--- src/hdl/gdc_pkg.sv ---
`default_nettype none
package gdc_pkg;

	localparam logic [1:0] KIND_FRAME = 2'd0;
	localparam logic [1:0] KIND_FWD_WR = 2'd1;
	localparam logic [1:0] KIND_STAT_RD = 2'd2;
	localparam logic [1:0] KIND_RSVD = 2'd3;

	localparam logic [1:0] VERDICT_PASS = 2'd0;
	localparam logic [1:0] VERDICT_DROP = 2'd1;
	localparam logic [1:0] VERDICT_REDIRECT = 2'd2;
	localparam logic [1:0] VERDICT_ABORT = 2'd3;

	localparam logic [15:0] ETYPE_V4 = 16'h0800;
	localparam logic [15:0] ETYPE_V6 = 16'h86DD;
	localparam logic [15:0] GTP_UDP_PORT = 16'd2152;
	localparam logic [7:0] GTP_FLAGS = 8'h30;
	localparam logic [7:0] GTP_TYPE_TPDU = 8'hFF;
	localparam logic [7:0] IP_PROTO_UDP = 8'd17;

	// Summary of a parsed frame, valid on the cycle its last byte is taken.
	typedef struct packed {
		logic ok;
		logic v6;
		logic [9:0] strip;
		logic [15:0] glen;
		logic [31:0] teid;
	} frm_t;

endpackage
`default_nettype wire

--- src/hdl/gdc_parser.sv ---
`default_nettype none
module gdc_parser
	import gdc_pkg::*;
(
	input wire logic clk,
	input wire logic arst_n,
	input wire logic en,
	input wire logic [7:0] data_byte,
	input wire logic last_byte,
	input wire logic [15:0] ingress_port,
	input wire logic [15:0] expected_ingress,
	output frm_t frame
);
	logic [15:0] pos_q, pos_n, pos_inc;
	logic [15:0] etype_q, etype_n;
	logic [3:0] ihl_q, ihl_n;
	logic [31:0] hist_q, hist_n;
	logic rej_q, rej_n;
	logic [15:0] glen_q, glen_n;
	logic [31:0] teid_q, teid_n;
	logic hdone_q, hdone_n;
	logic [15:0] lo16;
	logic [7:0] ustart, ustart_fin;

	always_comb begin
		pos_inc = (pos_q != 16'hFFFF) ? pos_q + 16'd1 : pos_q;
		pos_n = pos_inc;
		etype_n = etype_q;
		ihl_n = ihl_q;
		hist_n = hist_q;
		rej_n = rej_q;
		glen_n = glen_q;
		teid_n = teid_q;
		hdone_n = hdone_q;
		lo16 = 16'd0;
		ustart = 8'd0;
		if (!hdone_q && !rej_q) begin
			hist_n = {hist_q[23:0], data_byte};
			lo16 = hist_n[15:0];
			if (pos_q == 16'd13) begin
				etype_n = lo16;
				if (lo16 != ETYPE_V4 && lo16 != ETYPE_V6) begin
					rej_n = 1'b1;
				end
			end else if (pos_q >= 16'd14) begin
				if (etype_q == ETYPE_V4) begin
					if (pos_q == 16'd14) begin
						ihl_n = data_byte[3:0];
						if (ihl_n < 4'd5) begin
							rej_n = 1'b1;
						end
					end else if (pos_q == 16'd21) begin
						if ((lo16 & 16'h3FFF) != 16'd0) begin
							rej_n = 1'b1;
						end
					end else if (pos_q == 16'd23) begin
						if (data_byte != IP_PROTO_UDP) begin
							rej_n = 1'b1;
						end
					end
				end else if (pos_q == 16'd20 && data_byte != IP_PROTO_UDP) begin
					rej_n = 1'b1;
				end
				ustart = (etype_q == ETYPE_V6) ? 8'd54 : 8'd14 + {2'b00, ihl_n, 2'b00};
				if (!rej_n) begin
					if (pos_q == 16'(ustart) + 16'd3) begin
						if (lo16 != GTP_UDP_PORT) begin
							rej_n = 1'b1;
						end
					end else if (pos_q == 16'(ustart) + 16'd9) begin
						if (lo16 != {GTP_FLAGS, GTP_TYPE_TPDU}) begin
							rej_n = 1'b1;
						end
					end else if (pos_q == 16'(ustart) + 16'd11) begin
						glen_n = lo16;
					end else if (pos_q == 16'(ustart) + 16'd15) begin
						teid_n = hist_n;
						hdone_n = 1'b1;
						pos_n = 16'd0;
					end
				end
			end
		end
	end

	always_comb begin
		ustart_fin = (etype_n == ETYPE_V6) ? 8'd54 : 8'd14 + {2'b00, ihl_n, 2'b00};
		frame.ok = hdone_n && !rej_n
			&& (expected_ingress == 16'd0 || ingress_port == expected_ingress)
			&& (glen_n <= pos_n);
		frame.v6 = (etype_n == ETYPE_V6);
		frame.strip = 10'(ustart_fin) + 10'd2;
		frame.glen = glen_n;
		frame.teid = teid_n;
	end

	always_ff @(posedge clk or negedge arst_n) begin
		if (!arst_n) begin
			pos_q <= '0;
			etype_q <= '0;
			ihl_q <= '0;
			hist_q <= '0;
			rej_q <= 1'b0;
			glen_q <= '0;
			teid_q <= '0;
			hdone_q <= 1'b0;
		end else if (en) begin
			if (last_byte) begin
				pos_q <= '0;
				etype_q <= '0;
				ihl_q <= '0;
				hist_q <= '0;
				rej_q <= 1'b0;
				glen_q <= '0;
				teid_q <= '0;
				hdone_q <= 1'b0;
			end else begin
				pos_q <= pos_n;
				etype_q <= etype_n;
				ihl_q <= ihl_n;
				hist_q <= hist_n;
				rej_q <= rej_n;
				glen_q <= glen_n;
				teid_q <= teid_n;
				hdone_q <= hdone_n;
			end
		end
	end
endmodule
`default_nettype wire

--- config.mk ---
export PLATFORM = sky130hd
export DESIGN_NAME = gdc_parser
export DESIGN_NICKNAME = d
export VERILOG_FILES = /design/src/hdl/gdc_pkg.sv /design/src/hdl/gdc_parser.sv
export SDC_FILE = /design/constraint.sdc
export NUM_CORES = 1
export LEC_CHECK = 0
export BUFFER_PORTS_ARGS = -buffer_cell sky130_fd_sc_hd__buf_2
export CORE_MARGIN = 10
export CORE_UTILIZATION = 58
export CTS_BUF_LIST = sky130_fd_sc_hd__clkbuf_16
export DETAILED_ROUTE_END_ITERATION = 8
export PLACE_DENSITY_LB_ADDON = 0.1
export SYNTH_ARGS = -nofsm -noshare
export SYNTH_HDL_FRONTEND = slang
export SYNTH_SLANG_ARGS = --single-unit
--- constraint.sdc ---
create_clock -name clk -period 8.1 [get_ports clk]
set_clock_uncertainty 0.05 [all_clocks]
set_input_delay 0.81 -clock clk [delete_from_list [all_inputs] [get_ports clk]]
set_output_delay 0.81 -clock clk [all_outputs]
set_load 0.05 [all_outputs]
==> run_results.csv <==
group,metric,value,unit
worst_setup_path,path_max_fanout,16,
sta,worst_pin_slew,1201,ps
sta,finalMaxSlewViolations,0,
worst_setup_path,worstSetupEndpointType,"output port",
sta,finalSetupViolCount,0,
place,place_area,7574,um^2
finish,nets,915,
clocking,clk_pin_slew,80,ps
global_routing,grt_overflow,0,
pwr,power.density,160.8,nW/um^2
synthesis,synth_common_cells,"nand2_1, dfrtp_1, a22o_1",
clocking,clk_latency,360,ps
finish,design_area,7849,um^2
clocking,numCtsBuffers,9,
sta,fmax,131.2,MHz
synthesis,ys_types,63,
detailed_routing,routed_wl,20910,um
worst_setup_path,r2r_end,"teid_q[6]",
detailed_routing,viasPerCell,6.491,
worst_setup_path,crit_type,"reg2out",
global_routing,grt_pass1_vias,6366,
synthesis,synth_area_leaders,"dfrtp_1, a22o_1, nand2_1, ha_1, xnor2_1",
floorplanning,core,11960,um^2
synthesis,yosysMostFrequentCell,"nand2_1",
pwr,p_int,864.8,uW
floorplanning,io_pins,104,
sta,final.setup.tns,0,ps
outcome,status,"finished, final reports clean",
worst_setup_path,reg2regPathDepth,12,
place,hpwl,15200,um
detailed_routing,wire_per_inst,20.99,um
finish,multi_input_area,3950,um^2
synthesis,synth_top_family_by_area,"compound AO/OA/AOI/OAI gates",
global_routing,grt_pass1_wl,33470,um
pwr,peakVddDrop,0.1860,mV
worst_setup_path,crit_arrival,6760,ps
run,cap_violations,0,
detailed_routing,detail-route-antenna-nets,0,
pwr,switching_share,31.47,%
synthesis,netlist_instances,787,
worst_setup_path,rr_startpoint,"pos_q[5]",
sta,report.final.hold_viol_count,0,
pwr,p_leak,3.835,nW
pwr,clkPwrFrac,33.3,%
clocking,cts_sinks,110,
global_routing,grt_max_degree,57,
synthesis,ys_warn_count,0,
finish,seq_area,2753,um^2
synthesis,synth_area_leader_cell,"dfrtp_1",
finish,fillers,1006,
clocking,cts-root-buf,"clkbuf_16",
detailed_routing,vias,6465,
worst_setup_path,reg2reg_slack,2790,ps
synthesis,synth_seq_area_share,38.88,%
clocking,ctsResizeCount,0,
pwr,seqPwrFrac,49.5,%
synthesis,avgSynthCellArea,8.997,um^2
synthesis,synth_fa_ha_area_share,4.771,%
worst_setup_path,startpoint_type,"flop",
place,io_buffers,98,
clocking,cts_buffer_depth,2,
pwr,power_frac_comb,17.2,%
synthesis,synth_mux_area_share,3.552,%
global_routing,track_usage,24.53,%
sta,grt_setup_unrepaired,"false",
synthesis,synthArstFlopShare,100.0,%
synthesis,ys.flop_type,"dfrtp_1",
clocking,postCtsSetupBuffers,0,
synthesis,synth_xor_area_share,5.637,%
synthesis,post_synth_and_or_nand_nor_area_fraction,20.48,%
sta,min_period_over_period,94.11,%
worst_setup_path,crit_required,7240,ps
detailed_routing,firstDrtPassIters,5,
floorplanning,die_area,17030,um^2
global_routing,antenna_found_initial,0,
finish,drive_gt1_share,17.55,%
detailed_routing,drc,0,
clocking,cts_tree,"yes",
floorplanning,die_x,130.5,um
worst_hold_path,hold_path_class,"in2async",
finish,areaGrowthSynthToFinish,10.85,%
floorplanning,start_util,59.19,%
clocking,ctsHoldBuffers,0,
synthesis,synth_edf_count,0,
floorplanning,rows,40,
detailed_routing,drt_iter0_drc,711,
synthesis,synth.top_cell.area_share,38.88,%
synthesis,synth-compound-area-share,20.80,%
clocking,htree_levels,3,
synthesis,synth_seq_cells,110,
floorplanning,die_h,130.5,um
sta,period_minus_slack,7623,ps
sta,relSlewSlack,19.92,%
pwr,p_sw,397.1,uW
synthesis,synth_area,7081,um^2
finish,n_antenna_cell,0,
place,globalplace.congestion,0.9138,
## worst max-delay path, stage by stage (launching register included)
cell and delay [ps]:
dfrtp_1 530, or4_1 610, or4_4 590, nor4_1 440, nor2_1 150, ha_1 310, xnor2_1 220, a311o_1 190
o211ai_2 150, mux2_2 340, nor4b_4 360, buf_4 300, mux2_1 370, ha_1 200, a21o_1 150, a21o_1 170
a21oi_1 130, o21ai_0 110, a21o_1 190, a21oi_1 170, o21ai_0 110, nand3_1 110, o2111a_1 230, buf_2 270
## layout by cell type, fill, tap and decap left out, types with 5 or more instances in the layout
master,Yosys,layout
nor4_1,22,21
inv_1,31,31
clkbuf_16,0,9
xnor2_1,24,24
o211ai_1,6,6
conb_1,1,5
nand2_1,138,138
nand2b_1,5,5
a21o_1,5,5
or4_1,10,10
a31oi_1,9,9
mux2_2,14,14
buf_2,2,97
dfrtp_1,110,110
o21ai_0,23,23
buf_4,5,12
ha_1,27,27
nor2_1,26,26
o22ai_1,14,14
nor3_1,18,17
a21oi_1,18,18
nand4_1,15,15
mux2i_1,6,6
and3_1,5,5
nand3_1,15,15
xor2_1,19,19
a22o_1,86,86
## registers in the layout (all words and copies together) (netlist names)
name / count
teid_q: 32
hist_q: 24
etype_q: 16
glen_q: 16
pos_q: 16
ihl_q: 4
hdone_q: 1
rej_q: 1
## power groups by stage
stage	combinational [mW]	clock (mW)	sequential (mW)
after floorplan	0.167	0	0.599
after global placement	0.211	0	0.634
after detailed placement	0.213	0	0.635
after CTS	0.215	0.425	0.624
after global routing	0.239	0.448	0.629
final	0.217	0.420	0.625
## cell type report
| type | count | share of cell area [%] |
|---|---|---|
| Tap cell | 147 | 2.343 |
| Clock buffer | 9 | 2.869 |
| Multi-Input combinational cell | 583 | 50.33 |
| Sequential cell | 110 | 35.07 |
| Clock inverter | 7 | 0.5739 |
| Timing Repair Buffer | 109 | 7.333 |
| Inverter | 31 | 1.483 |
## cell families after synthesis
| group | Yosys count |
|---|---|
| compound gates | 195 |
| xor+xnor | 44 |
| fa+ha+maj | 27 |
| buf+inv | 98 |
| flops | 110 |
| mux | 23 |
| other cells | 1 |
| simple gates | 289 |
## worst max-delay path by stage
stage                     end      from
detailed placement  frame[59]  pos_q[5]
floorplan           frame[59]  pos_q[9]
global route        frame[59]  pos_q[5]
global placement    frame[59]  pos_q[5]
finish              frame[59]  pos_q[5]
CTS                 frame[59]  pos_q[5]
## per-layer routing
metal	vias up	wire, um	GRT usage, %
li1	2971	-	-
met1	3163	8708	31.65
met2	285	10070	40.23
met3	46	1649	5.197
met4	0	486	8.044
met5	-	0	0
## through the flow
stage	std cells	total power, mW	hold slack (ps)	util, %	worst slack, ps
2_1_floorplan	791	0.7662	415.5	-	797.4
3_5_place_dp	980	0.8484	440.1	63.32	840.8
3_3_place_gp	980	0.8447	435.8	63.32	970.4
5_1_grt	996	1.316	472.4	65.62	72.06
4_1_cts	996	1.264	461.4	65.58	433.8
6_report	996	1.262	445.2	65.62	476.8
(Power assumes the default switching activity.)
