**config.mk**
```make
export PLATFORM = sky130hd
export DESIGN_NAME = gdc_ram
export DESIGN_NICKNAME = d
export VERILOG_FILES = /design/src/hdl/gdc_ram.sv
export SDC_FILE = /design/constraint.sdc
export NUM_CORES = 1
export LEC_CHECK = 0
export CAP_MARGIN = 0
export CORE_MARGIN = 2
export CORE_UTILIZATION = 41
export DETAILED_ROUTE_END_ITERATION = 10
export DONT_BUFFER_PORTS = 1
export PLACE_DENSITY = 0.52
export RECOVER_POWER = 100
export SLEW_MARGIN = 25
export SYNTH_ARGS = -nofsm -noshare
export SYNTH_HDL_FRONTEND = slang
export SYNTH_SLANG_ARGS = --single-unit
```
**constraint.sdc**
```tcl
create_clock -name clk -period 3.1 [get_ports clk]
set_input_delay 0.155 -clock clk [delete_from_list [all_inputs] [get_ports clk]]
set_output_delay 0.155 -clock clk [all_outputs]
set_load 0.02 [all_outputs]
```
**src/hdl/gdc_ram.sv**
```systemverilog
`default_nettype none
module gdc_ram #(
	parameter int WIDTH = 8,
	parameter int DEPTH = 64,
	localparam int AW = (DEPTH > 1) ? $clog2(DEPTH) : 1
) (
	input wire logic clk,
	input wire logic we,
	input wire logic [AW-1:0] waddr,
	input wire logic [WIDTH-1:0] wdata,
	input wire logic [AW-1:0] raddr,
	output logic [WIDTH-1:0] rdata
);
	logic [WIDTH-1:0] mem_q [DEPTH];

	always_ff @(posedge clk) begin
		if (we) begin
			mem_q[waddr] <= wdata;
		end
		rdata <= mem_q[raddr];
	end
endmodule
`default_nettype wire

```
==> impl_metrics.json, run 1 <==
{
  "combPwrFrac_pct": 3.8,
  "crit_family": "buffers and inverters",
  "crit_type": "flip-flop to flip-flop",
  "area_growth_syn_to_layout_pct": 12.9,
  "arrival_ps": 3420,
  "path_max_fanout": 1,
  "yosys-top-cells-count": "edfxtp_1, mux4_2, nor2_1",
  "finalPower_mw": 14.5,
  "syn_avg_cell_area_um2": 21.5,
  "end_kind": "flip-flop",
  "ys_async_sr_fraction_pct": 0,
  "power_density_nw_per_um2": 635,
  "num_vias": 9657,
  "slew_headroom_pct": -84.5,
  "rsz0062_at_grt": "false",
  "yosysSeqAreaShare_pct": 77.0,
  "synthAdderAreaFrac_pct": 0,
  "core_area_um2": 48700,
  "seqPwrFrac_pct": 54.2,
  "max_stage_delay_ps": 600,
  "swShare_pct": 20.1,
  "ys_ff_latch": 520,
  "period_minus_slack_ps": 2940,
  "regArea_um2": 15500,
  "die_w_um": 226,
  "finClkSkew_ps": 16.5,
  "num_io_pins": 30,
  "synthFlopType": "edfxtp_1",
  "layout.nets": 1049,
  "fin_ws_ps": 158,
  "worstSkewPairLatency_ps": 590,
  "drive_above_1_share_pct": 19.3,
  "rows": 81,
  "tns_ps": 0,
  "post_cts_buffers": 0,
  "io_buffers": 0,
  "synthTopCellsByArea": "edfxtp_1, mux4_2, nor2_1",
  "status": "finished, violations left",
  "grt_max_degree": 138,
  "hpwlAfterDp_um": 25900,
  "setup-violations-final": 0,
  "cts_root_buffer": "clkbuf_16",
  "synth_edf_count": 512,
  "critPathLaunchType": "flip-flop",
  "placed_area_um2": 21100,
  "power.switching_mw": 2.91,
  "tritoncts": "done",
  "multiInputGateArea_um2": 4320,
  "synth-simple-area-share_pct": 3.39,
  "max-vdd-ir-drop_uv": 364,
  "grt_pass1_wl_um": 68700,
  "cts_buffer_depth": 3,
  "wl_um": 47000,
  "die-area_um2": 51000,
  "drt_iter0_markers": 1029,
  "synth_top_family_by_area": "multiplexers",
  "cts_resized": 0,
  "muxShareOfSynthArea_pct": 15.9,
  "synth_compound_area_share_pct": 2.07,
  "crit_chain": "mux4_2 -> mux4_2 -> o21ai_1 -> dlygate4sd3_1 -> o41ai_1 -> dlygate4sd3_1",
  "drtAntennaViolNets": 0,
  "grt_util_all_layers_pct": 19.0,
  "yosysWarnings": 0,
  "globalplace.congestion": 0.736,
  "fin_util_pct": 46.7,
  "synth.most_common_cell": "edfxtp_1",
  "cpMaxStageDelayCell": "dlygate4sd3_1",
  "hold_class": "input port to flip-flop",
  "first_pass_iters": 5,
  "place_ws_ps": 1020,
  "p_int_mw": 11.6,
  "worstMarginPinSlew_ps": 2770,
  "cts.sinks": 520,
  "slew_viol_final": 455,
  "nFillCells": 4108,
  "synth-xor-area-share_pct": 0,
  "grt_antenna_before_repair": 1,
  "fin_crit_sh_pct": 94.9,
  "die_h_um": 226,
  "synth_cell_types": 40,
  "grt_pass1_vias": 9725,
  "final_cell_area_um2": 22800,
  "synth_area_um2": 20200,
  "leakage_nw": 6.90,
  "violations": "capacitance limit, slew limit",
  "timing.fmax_mhz": 340,
  "clk_pin_slew_ps": 60,
  "synth_top_area_share_pct": 76.2,
  "syn-instance-count": 940,
  "cts.htree.levels": 2,
  "synth_largest_area_cell": "edfxtp_1",
  "overflow": 0,
  "maxCapViolCount": 7,
  "clock_power_share_pct": 41.9,
  "via_per_inst": 5.58,
  "initial_core_util_pct": 41.4,
  "numCtsBuffers": 52,
  "crit_buf_inv": 2,
  "hold_violations": 0,
  "wl_per_cell_um": 27.2,
  "synth_fp_nets": 962,
  "drc_errors": 0,
  "reg2reg_slack_ps": 160,
  "cp.required_ps": 3570
}
[through the flow]
step,std cells,hold slack (ps)
2_1_floorplan,940,254
3_3_place_gp,1610,261
3_5_place_dp,1611,261
4_1_cts,1731,10.2
5_1_grt,1731,23.9
6_report,1732,34.1
[final timing paths]
check / startpoint / endpoint / cells past startpoint
setup / recovery: mem_q[51][3] / rdata[3] / 6
hold / removal: waddr[2] / mem_q[53][2] / 2
hold reg to reg: mem_q[22][1] / rdata[1] / 4
setup reg to reg: mem_q[51][3] / rdata[3] / 6
[cell families (layout without fill, tap and decap cells)]
| group | count (synthesis) | count (layout) |
|---|---|---|
| multiplexers | 162 | 162 |
| other | 0 | 1 |
| AO/OA/AOI/OAI | 54 | 54 |
| buffers and inverters | 51 | 178 |
| AND/OR/NAND/NOR | 153 | 153 |
| flip-flops | 520 | 520 |
[power groups by stage]
stage               clock network [mW]  registers (mW)  logic (mW)
finish                            6.07            7.84       0.555
global route                      6.46            7.85       0.590
CTS                               6.18            7.82       0.598
detailed placement                   0            7.97       0.412
global placement                     0            7.97       0.412
floorplan                            0            7.96       0.415
[metal layers]
layer	global-route usage, %	vias to the layer above	routed length [µm]	part of all wire, %
met1	28.0	5171	20900	44
met4	6.09	0	1110	2.4
li1	-	4112	-	-
met5	0	-	0	0
met2	29.1	304	22200	47
met3	3.01	70	2820	6.0
[cell type report]
cell class,count,share of cell area [%]
Antenna cell,1,0.0110
Multi-Input combinational cell,369,19.0
Sequential cell,520,68.3
Clock buffer,71,6.21
Timing Repair Buffer,84,2.03
Clock inverter,23,0.880
Tap cell,664,3.65
[flip-flops by register name (all words and copies together) (netlist names)]
signal and cells:
mem_q 512, rdata 8
[cells in the final DEF, fill, tap and decap left out, types with 3 or more instances in the layout]
cell type        count
clkdlybuf4s25_1      6
nand3_1             13
dlygate4sd3_1       17
a22oi_1              3
o221ai_1             8
a211oi_1             4
a221oi_1             6
nand2_1             19
nand2b_1             7
clkinv_1            14
nor3_1               7
o2bb2ai_1            3
a21oi_1              3
o22ai_1              8
o2111ai_1            3
nor2_1              83
clkbuf_1            75
nand3b_1             3
nor2b_1             14
edfxtp_1           512
bufinv_16            4
mux4_2             126
mux2i_1             23
clkinv_2             4
mux2_2              12
clkbuf_16           53
dfxtp_1              8
[repair_timing]
item                       CTS  global route
hold endpoints to repair   543             0
hold buffers                26             0
setup endpoints to repair    0             0
Note: power is estimated with default switching activity, not from simulation.
==> inputs of run 2 (changes only) <==
BUFFER_PORTS_ARGS = -buffer_cell sky130_fd_sc_hd__clkbuf_2   (was not set)
DONT_BUFFER_PORTS = not set   (was 1)
PLACE_DENSITY = 0.53   (was 0.52)
==> run 2 against run 1 <==
Net effect: the flow still finishes with violations (capacitance limit, slew limit); global-route usage grew 0.37 points; combinational power rose by 34%; clock power is 2% higher; via count up 0.66%; critical path depth increased by 1; count of clock-buffer cells in the layout increased by 2; worst setup slack better by 580 ps; cell count up 2.5%; sequential power hardly changed; critical path type is now input port to flip-flop; critical endpoint is now rdata[0].
==> impl_metrics.json, run 2 (synthesis results as in run 1) <==
{
  "hpwlAfterDp_um": 30000,
  "status": "finished, violations left",
  "grt_pass1_vias": 9904,
  "critPathLaunchType": "input port",
  "die_w_um": 226,
  "path_max_fanout": 24,
  "final_common_cell": "edfxtp_1",
  "cp.required_ps": 3580,
  "drt_iter0_markers": 1023,
  "tns_ps": 0,
  "grt_max_degree": 53,
  "first_pass_iters": 5,
  "post_cts_buffers": 0,
  "end_kind": "flip-flop",
  "via_per_inst": 5.48,
  "regMostFlops": "mem_q",
  "power_density_nw_per_um2": 642,
  "layout.nets": 1092,
  "layout_common_cells": "edfxtp_1, mux4_2, clkbuf_1, nor2_1, clkbuf_16",
  "cts_hold_buf": 0,
  "setup-violations-final": 0,
  "slew_viol_final": 292,
  "cts.htree.levels": 2,
  "worstMarginPinSlew_ps": 2380,
  "wl_per_cell_um": 26.8,
  "grt_antenna_before_repair": 1,
  "numCtsBuffers": 54,
  "cts_root_buffer": "clkbuf_16",
  "hold_class": "input port to flip-flop",
  "period_minus_slack_ps": 2360,
  "grt_util_all_layers_pct": 19.3,
  "wl_um": 47600,
  "antennaDiodeCount": 0,
  "swShare_pct": 21.0,
  "num_vias": 9721,
  "largest_register_ffs": 512,
  "tritoncts": "done",
  "leakage_nw": 7.07,
  "p_int_mw": 11.7,
  "stdcell_count": 1775,
  "fin_crit_sh_pct": 76.2,
  "met1_usage_pct": 28.2,
  "max_stage_delay_ps": 790,
  "initial_core_util_pct": 41.4,
  "timing.fmax_mhz": 424,
  "arrival_ps": 2840,
  "hold_violations": 0,
  "seqPwrFrac_pct": 52.9,
  "clk_pin_slew_ps": 60,
  "use_met2_pct": 30.3,
  "finClkSkew_ps": 10.2,
  "die-area_um2": 51000,
  "dp.cells": 1678,
  "drc_errors": 0,
  "num_io_pins": 30,
  "met3_usage_pct": 3.54,
  "rows": 81,
  "top_usage_layer": "met2",
  "crit_chain": "clkbuf_2 -> clkbuf_1 -> nor2b_1 -> nand2_1 -> o2111ai_1 -> nand2_1 -> o2bb2ai_1",
  "rsz0062_at_grt": "false",
  "crit_type": "input port to flip-flop",
  "cts.sinks": 520,
  "overflow": 0,
  "grt_pass1_wl_um": 69800,
  "cpMaxStageDelayCell": "clkbuf_1",
  "combPwrFrac_pct": 5.0,
  "clock_power_share_pct": 42.1,
  "max-vdd-ir-drop_uv": 424,
  "drive_above_1_share_pct": 22.2,
  "violations": "capacitance limit, slew limit",
  "core_area_um2": 48700,
  "crit_top_cell": "nand2_1",
  "globalplace.congestion": 0.791,
  "power.switching_mw": 3.11,
  "die_h_um": 226,
  "worstSkewPairLatency_ps": 600,
  "cts_buffer_depth": 3,
  "maxCapViolCount": 8,
  "io_buffers": 29,
  "reg_top3": "mem_q (512), rdata (8)",
  "area_growth_syn_to_layout_pct": 14.1,
  "slew_headroom_pct": -58.4,
  "cts_resized": 0,
  "drtAntennaViolNets": 0
}
[run 2: cell types whose count changed in the layout (fill, tap and decap cells not counted), moves of 4 or more]
cell and change:
buf_12 +5, buf_4 +20, clkbuf_1 +32, clkbuf_16 +4, clkbuf_2 +6, clkdlybuf4s25_1 -6
clkinv_1 -6, clkinv_2 +7, dlygate4sd3_1 -17
[run 2: metal layers]
metal,vias to the layer above,share of wire (%),wire (µm)
met5,-,0.034,16
met4,2,1.9,924
met1,5206,45,21500
met3,64,5.5,2610
met2,259,47,22600
li1,4190,-,-
[run 2: worst max-delay path: cells and delay by family]
kind / cells / cell delay (ps)
AOI/OAI and AO/OA: 2 / 470
buffers and inverters: 2 / 1460
and+or+nand+nor: 3 / 730
[run 2: path summary, 6_finish.rpt]
| path | end | cells past startpoint | from | slack (ps) |
|---|---|---|---|---|
| setup / recovery | rdata[0] | 7 | raddr[3] | 740 |
| hold / removal | rdata[5] | 2 | raddr[5] | 100 |
| setup reg to reg | rdata[6] | 5 | mem_q[29][6] | 860 |
| hold reg to reg | rdata[1] | 4 | mem_q[22][1] | 850 |
[run 2: cell type report]
cell class                 count  area [µm²]
timing repair buffer         125         644
clock inverter                24         195
tap                          664         831
sequential                   520       15500
fill                        4076       25700
clock buffer                  73        1500
multi-input combinational    369        4320
[run 2: through the flow]
step	power [mW]	area [µm²]	util [%]	setup WS, ps	hold slack, ps
global route	15.3	23000	47.2	452	95.5
floorplan	8.37	20200	-	1280	254
CTS	15.0	23300	47.9	895	2.59
detailed placement	8.74	21600	44.4	590	634
finish	14.8	23000	47.2	739	97.8
global placement	8.73	21600	44.4	533	635
[run 2: power by group through the flow]
| stage | clock network (mW) | registers (mW) | logic, mW |
|---|---|---|---|
| 2_1_floorplan | 0 | 7.96 | 0.415 |
| 3_3_place_gp | 0 | 7.96 | 0.771 |
| 3_5_place_dp | 0 | 7.96 | 0.777 |
| 4_1_cts | 6.36 | 7.81 | 0.778 |
| 5_1_grt | 6.63 | 7.82 | 0.804 |
| 6_report | 6.22 | 7.82 | 0.746 |
